**src/design/fbct_pkg.sv**
```systemverilog
// ----------------------------------------------------------------------------
// fbct_pkg
// Shared constants, types and codes for the frustum / box cull test block.
// ----------------------------------------------------------------------------
package fbct_pkg;

  // Plane store and coordinate format
  localparam int PLANE_COUNT = 6;
  localparam int COORD_WIDTH = 32;
  localparam int FIELD_WIDTH = 32;
  localparam int INDEX_WIDTH = 3;
  localparam int PIDX_W      = (PLANE_COUNT > 1) ? $clog2(PLANE_COUNT) : 1;

  // Exact dot product arithmetic
  localparam int PROD_W  = 2 * COORD_WIDTH;
  localparam int ACC_W   = 2 * COORD_WIDTH + 3;
  localparam int D_SHIFT = 16;

  // Stream widths
  localparam int IN_FIELD_COUNT = 10;
  localparam int IN_PAYLOAD_W   = INDEX_WIDTH + IN_FIELD_COUNT * FIELD_WIDTH;
  localparam int IN_TDATA_W     = ((IN_PAYLOAD_W + 7) / 8) * 8;
  localparam int VERDICT_W      = 2;
  localparam int OUT_TDATA_W    = ((VERDICT_W + 7) / 8) * 8;

  // Queue between front and back
  localparam int QUEUE_DEPTH = 2;
  localparam int QUEUE_AW    = (QUEUE_DEPTH > 1) ? $clog2(QUEUE_DEPTH) : 1;

  typedef enum logic [0:0] {
    OP_LOAD = 1'b0,
    OP_TEST = 1'b1
  } op_e;

  typedef enum logic [VERDICT_W-1:0] {
    VERDICT_OUTSIDE = 2'd0,
    VERDICT_INSIDE  = 2'd1,
    VERDICT_PARTIAL = 2'd2
  } verdict_e;

  typedef logic signed [COORD_WIDTH-1:0] coord_t;

  typedef struct packed {
    coord_t a;
    coord_t b;
    coord_t c;
    coord_t d;
  } plane_t;

  typedef struct packed {
    coord_t min_x;
    coord_t min_y;
    coord_t min_z;
    coord_t max_x;
    coord_t max_y;
    coord_t max_z;
  } box_t;

  typedef struct packed {
    op_e               op;
    logic [PIDX_W-1:0] idx;
    plane_t            plane;
    box_t              box;
  } entry_t;

  typedef struct packed {
    logic full;
    logic valid;
  } q_status_t;

endpackage

```
**src/design/fbct_back.sv**
```systemverilog
// ----------------------------------------------------------------------------
// fbct_back
// Execution side: writes loads into the plane store and walks each test box
// through the planes with one shared multiplier and two exact accumulators.
// ----------------------------------------------------------------------------
module fbct_back (
  input  logic                             clk_i,
  input  logic                             rst_ni,
  input  fbct_pkg::q_status_t              q_status_i,
  input  fbct_pkg::entry_t                 entry_i,
  output logic                             pop_o,
  output logic                             m_axis_tvalid,
  input  logic                             m_axis_tready,
  output logic [fbct_pkg::OUT_TDATA_W-1:0] m_axis_tdata  // verdict, zero pad
);

  localparam int CW     = fbct_pkg::COORD_WIDTH;
  localparam int ACC_W  = fbct_pkg::ACC_W;
  localparam int PIDX_W = fbct_pkg::PIDX_W;

  // Step sequence of one plane: six products, one trailing add, evaluate
  localparam logic [2:0] STEP_FAR_X    = 3'd0;
  localparam logic [2:0] STEP_FAR_Y    = 3'd1;
  localparam logic [2:0] STEP_FAR_Z    = 3'd2;
  localparam logic [2:0] STEP_NEAR_X   = 3'd3;
  localparam logic [2:0] STEP_NEAR_Y   = 3'd4;
  localparam logic [2:0] STEP_NEAR_Z   = 3'd5;
  localparam logic [2:0] STEP_ACC_LAST = 3'd6;
  localparam logic [2:0] STEP_EVAL     = 3'd7;

  localparam logic [PIDX_W-1:0] PLANE_LAST = PIDX_W'(fbct_pkg::PLANE_COUNT - 1);

  typedef enum logic [1:0] {
    ST_IDLE,
    ST_RUN,
    ST_DONE
  } state_e;

  state_e                            state_q;
  fbct_pkg::plane_t                  store_q [fbct_pkg::PLANE_COUNT];
  fbct_pkg::box_t                    box_q;
  logic [PIDX_W-1:0]                 plane_q;
  logic [2:0]                        step_q;
  logic                              partial_q;
  fbct_pkg::verdict_e                result_q;
  fbct_pkg::verdict_e                out_verdict_q;
  logic                              out_valid_q;
  logic signed [fbct_pkg::PROD_W-1:0] prod_q, prod_d;
  logic signed [ACC_W-1:0]           acc_far_q, acc_near_q;

  fbct_pkg::plane_t                  cur;
  logic                              pos_a, pos_b, pos_c;
  fbct_pkg::coord_t                  mul_comp, mul_coord;
  logic signed [ACC_W-1:0]           d_ext, d_init, prod_ext;
  logic                              start_test;

  assign pop_o      = (state_q == ST_IDLE) && q_status_i.valid;
  assign start_test = pop_o && (entry_i.op == fbct_pkg::OP_TEST);

  assign m_axis_tvalid = out_valid_q;
  assign m_axis_tdata  = fbct_pkg::OUT_TDATA_W'(out_verdict_q);

  // Current plane and sign of each normal component
  assign cur   = store_q[plane_q];
  assign pos_a = !cur.a[CW-1] && (cur.a != '0);
  assign pos_b = !cur.b[CW-1] && (cur.b != '0);
  assign pos_c = !cur.c[CW-1] && (cur.c != '0);

  // Pick operands: far corner takes max on a positive component, near the opposite
  always_comb begin
    unique case (step_q)
      STEP_FAR_X: begin
        mul_comp  = cur.a;
        mul_coord = pos_a ? box_q.max_x : box_q.min_x;
      end
      STEP_FAR_Y: begin
        mul_comp  = cur.b;
        mul_coord = pos_b ? box_q.max_y : box_q.min_y;
      end
      STEP_FAR_Z: begin
        mul_comp  = cur.c;
        mul_coord = pos_c ? box_q.max_z : box_q.min_z;
      end
      STEP_NEAR_X: begin
        mul_comp  = cur.a;
        mul_coord = pos_a ? box_q.min_x : box_q.max_x;
      end
      STEP_NEAR_Y: begin
        mul_comp  = cur.b;
        mul_coord = pos_b ? box_q.min_y : box_q.max_y;
      end
      STEP_NEAR_Z: begin
        mul_comp  = cur.c;
        mul_coord = pos_c ? box_q.min_z : box_q.max_z;
      end
      default: begin
        mul_comp  = '0;
        mul_coord = '0;
      end
    endcase
  end

  // Exact product and the offset term scaled to the product's fraction
  assign prod_d   = fbct_pkg::PROD_W'(mul_comp) * fbct_pkg::PROD_W'(mul_coord);
  assign prod_ext = ACC_W'(prod_q);
  assign d_ext    = ACC_W'(cur.d);
  assign d_init   = d_ext <<< fbct_pkg::D_SHIFT;

  // Sequencer, plane store and output register
  always_ff @(posedge clk_i or negedge rst_ni) begin
    if (!rst_ni) begin
      state_q       <= ST_IDLE;
      plane_q       <= '0;
      step_q        <= STEP_FAR_X;
      partial_q     <= 1'b0;
      result_q      <= fbct_pkg::VERDICT_INSIDE;
      out_valid_q   <= 1'b0;
      out_verdict_q <= fbct_pkg::VERDICT_INSIDE;
      for (int i = 0; i < fbct_pkg::PLANE_COUNT; i++) begin
        store_q[i] <= '0;
      end
    end else begin
      // Load a finished verdict, or drop one the sink has taken
      if ((state_q == ST_DONE) && (!out_valid_q || m_axis_tready)) begin
        out_valid_q   <= 1'b1;
        out_verdict_q <= result_q;
      end else if (m_axis_tready) begin
        out_valid_q <= 1'b0;
      end
      unique case (state_q)
        ST_IDLE: begin
          if (start_test) begin
            state_q   <= ST_RUN;
            plane_q   <= '0;
            step_q    <= STEP_FAR_X;
            partial_q <= 1'b0;
          end else if (pop_o) begin
            store_q[entry_i.idx] <= entry_i.plane;
          end
        end
        ST_RUN: begin
          if (step_q != STEP_EVAL) begin
            step_q <= step_q + 1'b1;
          end else begin
            step_q <= STEP_FAR_X;
            if (acc_far_q[ACC_W-1]) begin
              result_q <= fbct_pkg::VERDICT_OUTSIDE;
              state_q  <= ST_DONE;
            end else if (plane_q == PLANE_LAST) begin
              result_q <= (partial_q || acc_near_q[ACC_W-1]) ?
                          fbct_pkg::VERDICT_PARTIAL : fbct_pkg::VERDICT_INSIDE;
              state_q  <= ST_DONE;
            end else begin
              partial_q <= partial_q || acc_near_q[ACC_W-1];
              plane_q   <= plane_q + 1'b1;
            end
          end
        end
        ST_DONE: begin
          if (!out_valid_q || m_axis_tready) begin
            state_q <= ST_IDLE;
          end
        end
        default: begin
          state_q <= ST_IDLE;
        end
      endcase
    end
  end

  // Datapath: latch the box, register the product, accumulate both sums
  always_ff @(posedge clk_i) begin
    if (start_test) begin
      box_q <= entry_i.box;
    end
    prod_q <= prod_d;
    if (state_q == ST_RUN) begin
      if (step_q == STEP_FAR_X) begin
        acc_far_q  <= d_init;
        acc_near_q <= d_init;
      end else if (step_q <= STEP_NEAR_X) begin
        acc_far_q <= acc_far_q + prod_ext;
      end else if (step_q <= STEP_ACC_LAST) begin
        acc_near_q <= acc_near_q + prod_ext;
      end
    end
  end

  a_done_after_eval: assert property (@(posedge clk_i) disable iff (!rst_ni)
    (state_q == ST_DONE && $past(state_q) == ST_RUN) |-> $past(step_q) == STEP_EVAL)
    else $error("test finished before a plane was evaluated");

  a_plane_range: assert property (@(posedge clk_i) disable iff (!rst_ni)
    (state_q == ST_RUN) |-> (plane_q <= PLANE_LAST))
    else $error("plane counter beyond the store");

  a_outside_matches_sum: assert property (@(posedge clk_i) disable iff (!rst_ni)
    (state_q == ST_DONE) |->
      ((result_q == fbct_pkg::VERDICT_OUTSIDE) == acc_far_q[ACC_W-1]))
    else $error("outside verdict disagrees with far corner sum");

endmodule

```
**config.mk**
```make
export PLATFORM = sky130hd
export DESIGN_NAME = fbct_back
export DESIGN_NICKNAME = d
export VERILOG_FILES = /design/src/design/fbct_pkg.sv /design/src/design/fbct_back.sv
export SDC_FILE = /design/constraint.sdc
export NUM_CORES = 2
export LEC_CHECK = 0
export ABC_AREA = 1
export BUFFER_PORTS_ARGS = -buffer_cell sky130_fd_sc_hd__buf_2
export CAP_MARGIN = 40
export CELL_PAD_IN_SITES_DETAIL_PLACEMENT = 1
export CELL_PAD_IN_SITES_GLOBAL_PLACEMENT = 1
export CORE_AREA = 2 2 489 491
export CTS_BUF_LIST = sky130_fd_sc_hd__clkbuf_4 sky130_fd_sc_hd__clkbuf_8
export CTS_CLUSTER_DIAMETER = 30
export DETAILED_ROUTE_END_ITERATION = 7
export DIE_AREA = 0 0 491 493
export PLACE_DENSITY = 0.82
export SYNTH_ARGS = -nofsm -noshare
export SYNTH_HDL_FRONTEND = slang
export SYNTH_SLANG_ARGS = --single-unit
```
**constraint.sdc**
```tcl
create_clock -name clk_i -period 10.9 [get_ports clk_i]
set_clock_uncertainty 0.15 [all_clocks]
set_input_delay 1.09 -clock clk_i [delete_from_list [all_inputs] [get_ports clk_i]]
set_output_delay 1.09 -clock clk_i [all_outputs]
set_load 0.01 [all_outputs]
```
Yosys cells after proc, flatten, opt, wreduce, memory -nomap -nowiden
Cells that the tools add are included.
- bits in registers: 1172
- bits of input ports: 329
- output and inout bits: 10
- logic and storage cells: 147
- $add $sub $neg: 4
- $mul: 1
- $lt $le $gt $ge: 5
- equality and inequality tests: 16
- mux-type cells: 42
- bitwise gates (word level): 4
- reduce and logical (&&, ||, !) cells: 33
- operators with widths (operator ; count):
    768-bit bitwise mux ; 1
    128-bit binary-select mux with 3-bit select ; 1
    128-bit demux with 3-bit select ; 1
    128-bit 2-to-1 mux ; 3
    67-bit 2-to-1 mux ; 5
    32-bit 2-to-1 mux ; 6
    32-bit one-hot mux with 6 select lines ; 1
    67-bit by 64-bit adder with 67-bit output ; 2
    32-bit one-hot mux with 3 select lines ; 1
    32-bit nonzero test ; 3
    32-bit by 32-bit multiplier with 64-bit output ; 1
    2-bit 2-to-1 mux ; 8
    3-bit 2-to-1 mux ; 5
    3-bit one-hot mux with 2 select lines ; 2
    2-bit inequality test, second input constant ; 5
    2-bit nonzero test ; 5
    3-bit == test, second input constant ; 3
    3-bit AND reduction ; 3
    4-bit >= comparator, second input constant ; 2
    3-bit NOT with 4-bit output ; 2
    1-bit logical AND ; 7
    3-bit by 1-bit adder with 3-bit output, second input constant ; 2
    3-bit by 2-bit == test with 1-bit output, second input constant ; 2
    1-bit 2-to-1 mux ; 6
    other kinds (19) ; 28

Longest topological paths before layout
- depth in word-level cells: 9
- mapped depth: 51
- depth with buffers taken out: 48

Worst setup path after synthesis
No wires, ideal clock.
- kind: register -> register
- from: register plane_q[0]
- to: register prod_q[56] in the netlist's numbering
- library setup time: 0.131 ns
- data arrival time: 8.688 ns
- data required time: 10.619 ns
- setup slack: 1.931 ns
- stages on the path, launching flop included: 42
- buffers on the path: 6
- clock period less this slack: 8.969 ns
- cell sequence: dfrtp_1 buf_4 buf_4 buf_2 o211ai_1 nand2_1 a21oi_1 nand2_1 nor2_1 nand2_1 nor2_1 nand2_2 buf_4 buf_2 nand3_1 nand3_1 o21ai_2 nor2_4 [6 not listed] fa_1 fa_1 inv_1 fa_1 inv_1 fa_1 inv_1 fa_1 inv_1 fa_1 ha_1 a21oi_1 o21a_1 nor2_1 a211oi_1 o21a_1 o31ai_1 xor2_1
- cells in the longest elaborated chain, start to end: 9
- elaborated cells between the ends (all ways): 22
- those cells by class: mul (1); mux (11); bitwise (1); reduce/logical (9)
- RTL lines (element ; line ; source):
    start: declaration ; fbct_back.sv:42 ; logic [PIDX_W-1:0] plane_q;
    start signal: assignment ; fbct_back.sv:155 ; plane_q <= plane_q + 1'b1;
    3-bit NOT with 4-bit output (not written as such) * ; fbct_back.sv:64 ; assign cur = store_q[plane_q];
    128-bit binary-select mux with 3-bit select * ; fbct_back.sv:64 ;
    128-bit 2-to-1 mux (not written as such) * (2 in a row) ; fbct_back.sv:64 ;
    32-bit nonzero test, or another cell as far along ; fbct_back.sv:67 ; assign pos_c = !cur.c[CW-1] && (cur.c != '0);
    1-bit logical AND, on equally long branches ; fbct_back.sv:67, fbct_back.sv:65, fbct_back.sv:66 ;
    32-bit 2-to-1 mux, or another cell as far along ; fbct_back.sv:94 ; mul_coord = pos_c ? box_q.min_z : box_q.max_z;
    32-bit one-hot mux with 6 select lines ; fbct_back.sv:71 ; unique case (step_q)
    32-bit by 32-bit multiplier with 64-bit output * ; fbct_back.sv:104 ; assign prod_d = fbct_pkg::PROD_W'(mul_comp) * fbct_pkg::PROD_W'(mul_coord);
    via prod_d (one bit) ; fbct_back.sv:48 ; logic signed [fbct_pkg::PROD_W-1:0] prod_q, prod_d;
    end signal: assignment ; fbct_back.sv:176 ; prod_q <= prod_d;
    end: declaration ; fbct_back.sv:48 ;
Mark *: on every way through the listed nets, which the timed path passes. The rest lies on a longest branch. The select of a mux whose other input is x is not followed.
A chain may end at the register's enable or synchronous reset.

Final worst setup path
- from: register plane_q[0]
- to: register prod_q[53] in the netlist's numbering
Same word-level chain as after synthesis.

==> impl_metrics.tcl <==
set metrics [dict create \
    status "finished clean" \
    synthesis.yosys.warnings 0 \
    max-cap-violations 0 \
    launch_point_of_the_worst_hold_path "entry_i[22]" \
    worst-r2r-cell-count 47 \
    layout_nets 14422 \
    floorplan.rows 179 \
    totalWireLength_um 407000 \
    gr-total-overflow 0 \
    hold-path-cell-count 1 \
    clock_tree_root_buffer_cell "clkbuf_8" \
    n_fill_cell 28463 \
    final_core_utilization_pct 48.5 \
    share_of_the_synthesized_area_in_compound_gates_ao_oa_aoi_oai_pct 13.2 \
    final_cell_count_no_fill 16107 \
    route.layer.met1.wl_um 155000 \
    whs_endpoint "box_q[22]" \
    mappedNetlistArea_mm2 0.0992 \
    layout_common_cells "nand2_1, inv_1, a21oi_1, fa_1, o21ai_0" \
    dpl_cell_area_mm2 0.108 \
    multi_input_comb_area_mm2 0.0580 \
    cts.path.max_buffers 4 \
    final_max_slew_viol_count 0 \
    skew_pair_late_insertion_delay_ps 1050 \
    die_h_um 493 \
    cp.required_ps 11600 \
    routed-via-count 91473 \
    globalplace.congestion 1.00 \
    total_track_usage_pct 32.8 \
    synth_cells 12072 \
    finalHoldViolations 0 \
    fmaxAchievable_mhz 93.9 \
    synth_top_family_by_area "adder cells" \
    die_x_um 491 \
    cts-buffers-inserted 299 \
    critical_path.startpoint_type "flop" \
    dr.pass1.iters 6 \
    rr_startpoint "plane_q[0]" \
    tritoncts_num_sinks 1172 \
    worstSetupPathType "flop to flop" \
    tightest_slew_ps 966 \
    worst_setup_slack_before_clock_tree_synthesis_ps -68.3 \
    first_pass_grt_wire_length_um 608000 \
    critPathLaunch "plane_q[0]" \
    slowest_stage "fa_1" \
    detail_route.drc_violations 0 \
    yosys.area_share.xor_xnor_pct 1.09 \
    synthArstFlopShare_pct 66.7 \
    met3RoutedLength_um 35600 \
    finalCritPeriodShare_pct 97.7 \
    drtIter0Drc 7876 \
    placeableCoreArea_mm2 0.237 \
    worst-path-max-fanout 28 \
    ioPinCount 339 \
    vias_in_the_first_global_route 100428 \
    timing.final.ws_setup_ps 255 \
    r2r_setup_slack_ps 260 \
    critical_path.reg2reg.endpoint "prod_q[53]" \
    cts_tree "yes" \
    antenna_violating_nets_post_route 0 \
    cts_htree_levels 5 \
    antenna_found_initial 53 \
    synth.ff_latch_count 1172 \
    initial_core_util_pct 41.9 \
    synth-seq-area-share_pct 30.9 \
    synth-simple-area-share_pct 16.8 \
    portBuffers 331 \
    route.detailed.wl_per_inst_um 25.3 \
    dr.max_layer_used "met5" \
    layout-drive-gt1-share_pct 13.5 \
    synth-main-ff-cell "dfrtp_1" \
    worst_setup_hold_path_clk_slew_ps 60 \
    ff_latch_area_mm2 0.0307 \
    slowest_delay_ps 600 \
    setup-violations-final 0 \
    crit_top_cell "nand2_1" \
    synth-edff-count 326 \
    nature_of_the_critical_path_endpoint "flop" \
    synth_area_per_cell_um2 8.22 \
    period_minus_slack_ps 10640 \
    numPlacedInstances 15532 \
    mostFrequentLayoutCell "nand2_1" \
    cp.arrival_ps 11350 \
    worstHoldPathType "input port to flop" \
    post_synth_mux_area_share_pct 1.17 \
    dp_hpwl_um 302000 \
    synth.lib_cells_used.distinct 61 \
    synth_fa_ha_area_share_pct 26.0 \
    area_growth_from_synthesis_to_layout_pct 15.9 \
    final_cell_area_mm2 0.115 \
    total_length_of_routed_met2_wires_um 187000 \
    floorplan.die_area_mm2 0.242 \
    grt_max_degree 171 \
    worst_slew_margin_rel_pct 35.6 \
    detail_route.vias_per_cell 5.68 \
]
## synth_stat cells (8+ instances only)
library cell | count | area [um^2]
o22ai_1 | 11 | 68.8
nand2_1 | 2365 | 8880
o211ai_1 | 58 | 435
nor2_1 | 801 | 3010
buf_6 | 10 | 113
and2_1 | 25 | 156
edfxtp_1 | 326 | 9790
o21a_1 | 88 | 661
nand3_1 | 558 | 2790
o21bai_1 | 16 | 120
or2_2 | 78 | 488
dfrtp_1 | 780 | 19500
o21ai_1 | 41 | 205
fa_1 | 1084 | 21700
nor4_1 | 21 | 131
mux2_2 | 103 | 1160
nor3_1 | 90 | 450
inv_1 | 2123 | 7970
ha_1 | 324 | 4050
o21ai_0 | 850 | 4250
inv_2 | 33 | 124
a21o_1 | 31 | 233
a221oi_1 | 10 | 87.6
buf_1 | 33 | 124
xnor2_1 | 51 | 447
buf_2 | 170 | 851
a21boi_0 | 13 | 97.6
dfxtp_1 | 64 | 1280
a31oi_1 | 27 | 169
clkinv_1 | 14 | 52.6
clkbuf_1 | 326 | 1220
a21oi_1 | 1298 | 6500
nor2_4 | 19 | 214
nand2_2 | 15 | 93.8
nand4_1 | 32 | 200
nand3b_1 | 8 | 60.1
buf_4 | 53 | 398
xor2_1 | 72 | 631
## how the worst max path moves through the flow
stage                     cells after the start         end  slack, ps
after CTS                                    44  prod_q[63]        100
after detailed placement                     40  prod_q[63]        -70
after global routing                         48  prod_q[62]        -80
after global placement                       42  prod_q[63]        140
final                                        47  prod_q[53]        260
after floorplan                              41  prod_q[56]       1930
## registers in the layout (all words and copies together), names as in the netlist
signal and count:
store_q 768, box_q 192, acc_far_q 67, acc_near_q 67, prod_q 64, plane_q 3, step_q 3, out_verdict_q 2
result_q 2, state_q 2, m_axis_tvalid 1, partial_q 1
## layout make-up
class / instances / area share (%)
sequential: 1172 / 26.6
inverter: 2170 / 7.12
timing repair buffer: 897 / 6.35
clock inverter: 134 / 1.52
tap: 3167 / 3.45
antenna: 36 / 0.0783
clock buffer: 386 / 4.35
timing repair inverter: 1 / 0.00979
multi-input combinational: 8144 / 50.5
## repair_timing
action	4_1_cts	5_1_grt
resized for setup	2	71
pin swaps	0	3
hold endpoints to repair	85	0
hold buffers	1	0
gates cloned	0	6
buffers inserted	0	10
endpoints found under the setup margin	14	39
## critical path: cells and delay by family, from the launching register on
kind / cells / cell delay [ps]
AO/OA/AOI/OAI: 7 / 1200
XOR/XNOR: 1 / 140
adder cells (fa/ha/maj): 9 / 4500
buffers and inverters: 13 / 1710
flip-flops: 1 / 580
AND/OR/NAND/NOR: 17 / 2110
## routing by layer
metal / GRT usage (%) / up-vias
met5: 0 / -
met4: 20.1 / 32
met3: 8.01 / 1332
met2: 52.7 / 4282
met1: 39.9 / 46566
li1: - / 39261
## metrics by stage
| stage | setup TNS, ps | hold WS, ps |
|---|---|---|
| after floorplan | 0 | 298 |
| after global placement | 0 | 310 |
| after detailed placement | -96.4 | 324 |
| after CTS | 0 | 13.4 |
| after global routing | -296 | 45.9 |
| final | 0 | 85.8 |
## logic make-up after synthesis
kind of cell / Yosys count
compound gates: 2468
xor+xnor: 123
fa+ha+maj: 1408
buf+inv: 2762
flops: 1172
mux: 103
other cells: 1
simple gates: 4035
Power is left out: the tool's default activity adds up to more than one toggle a clock period on the data nets, which glitch-free logic cannot reach.
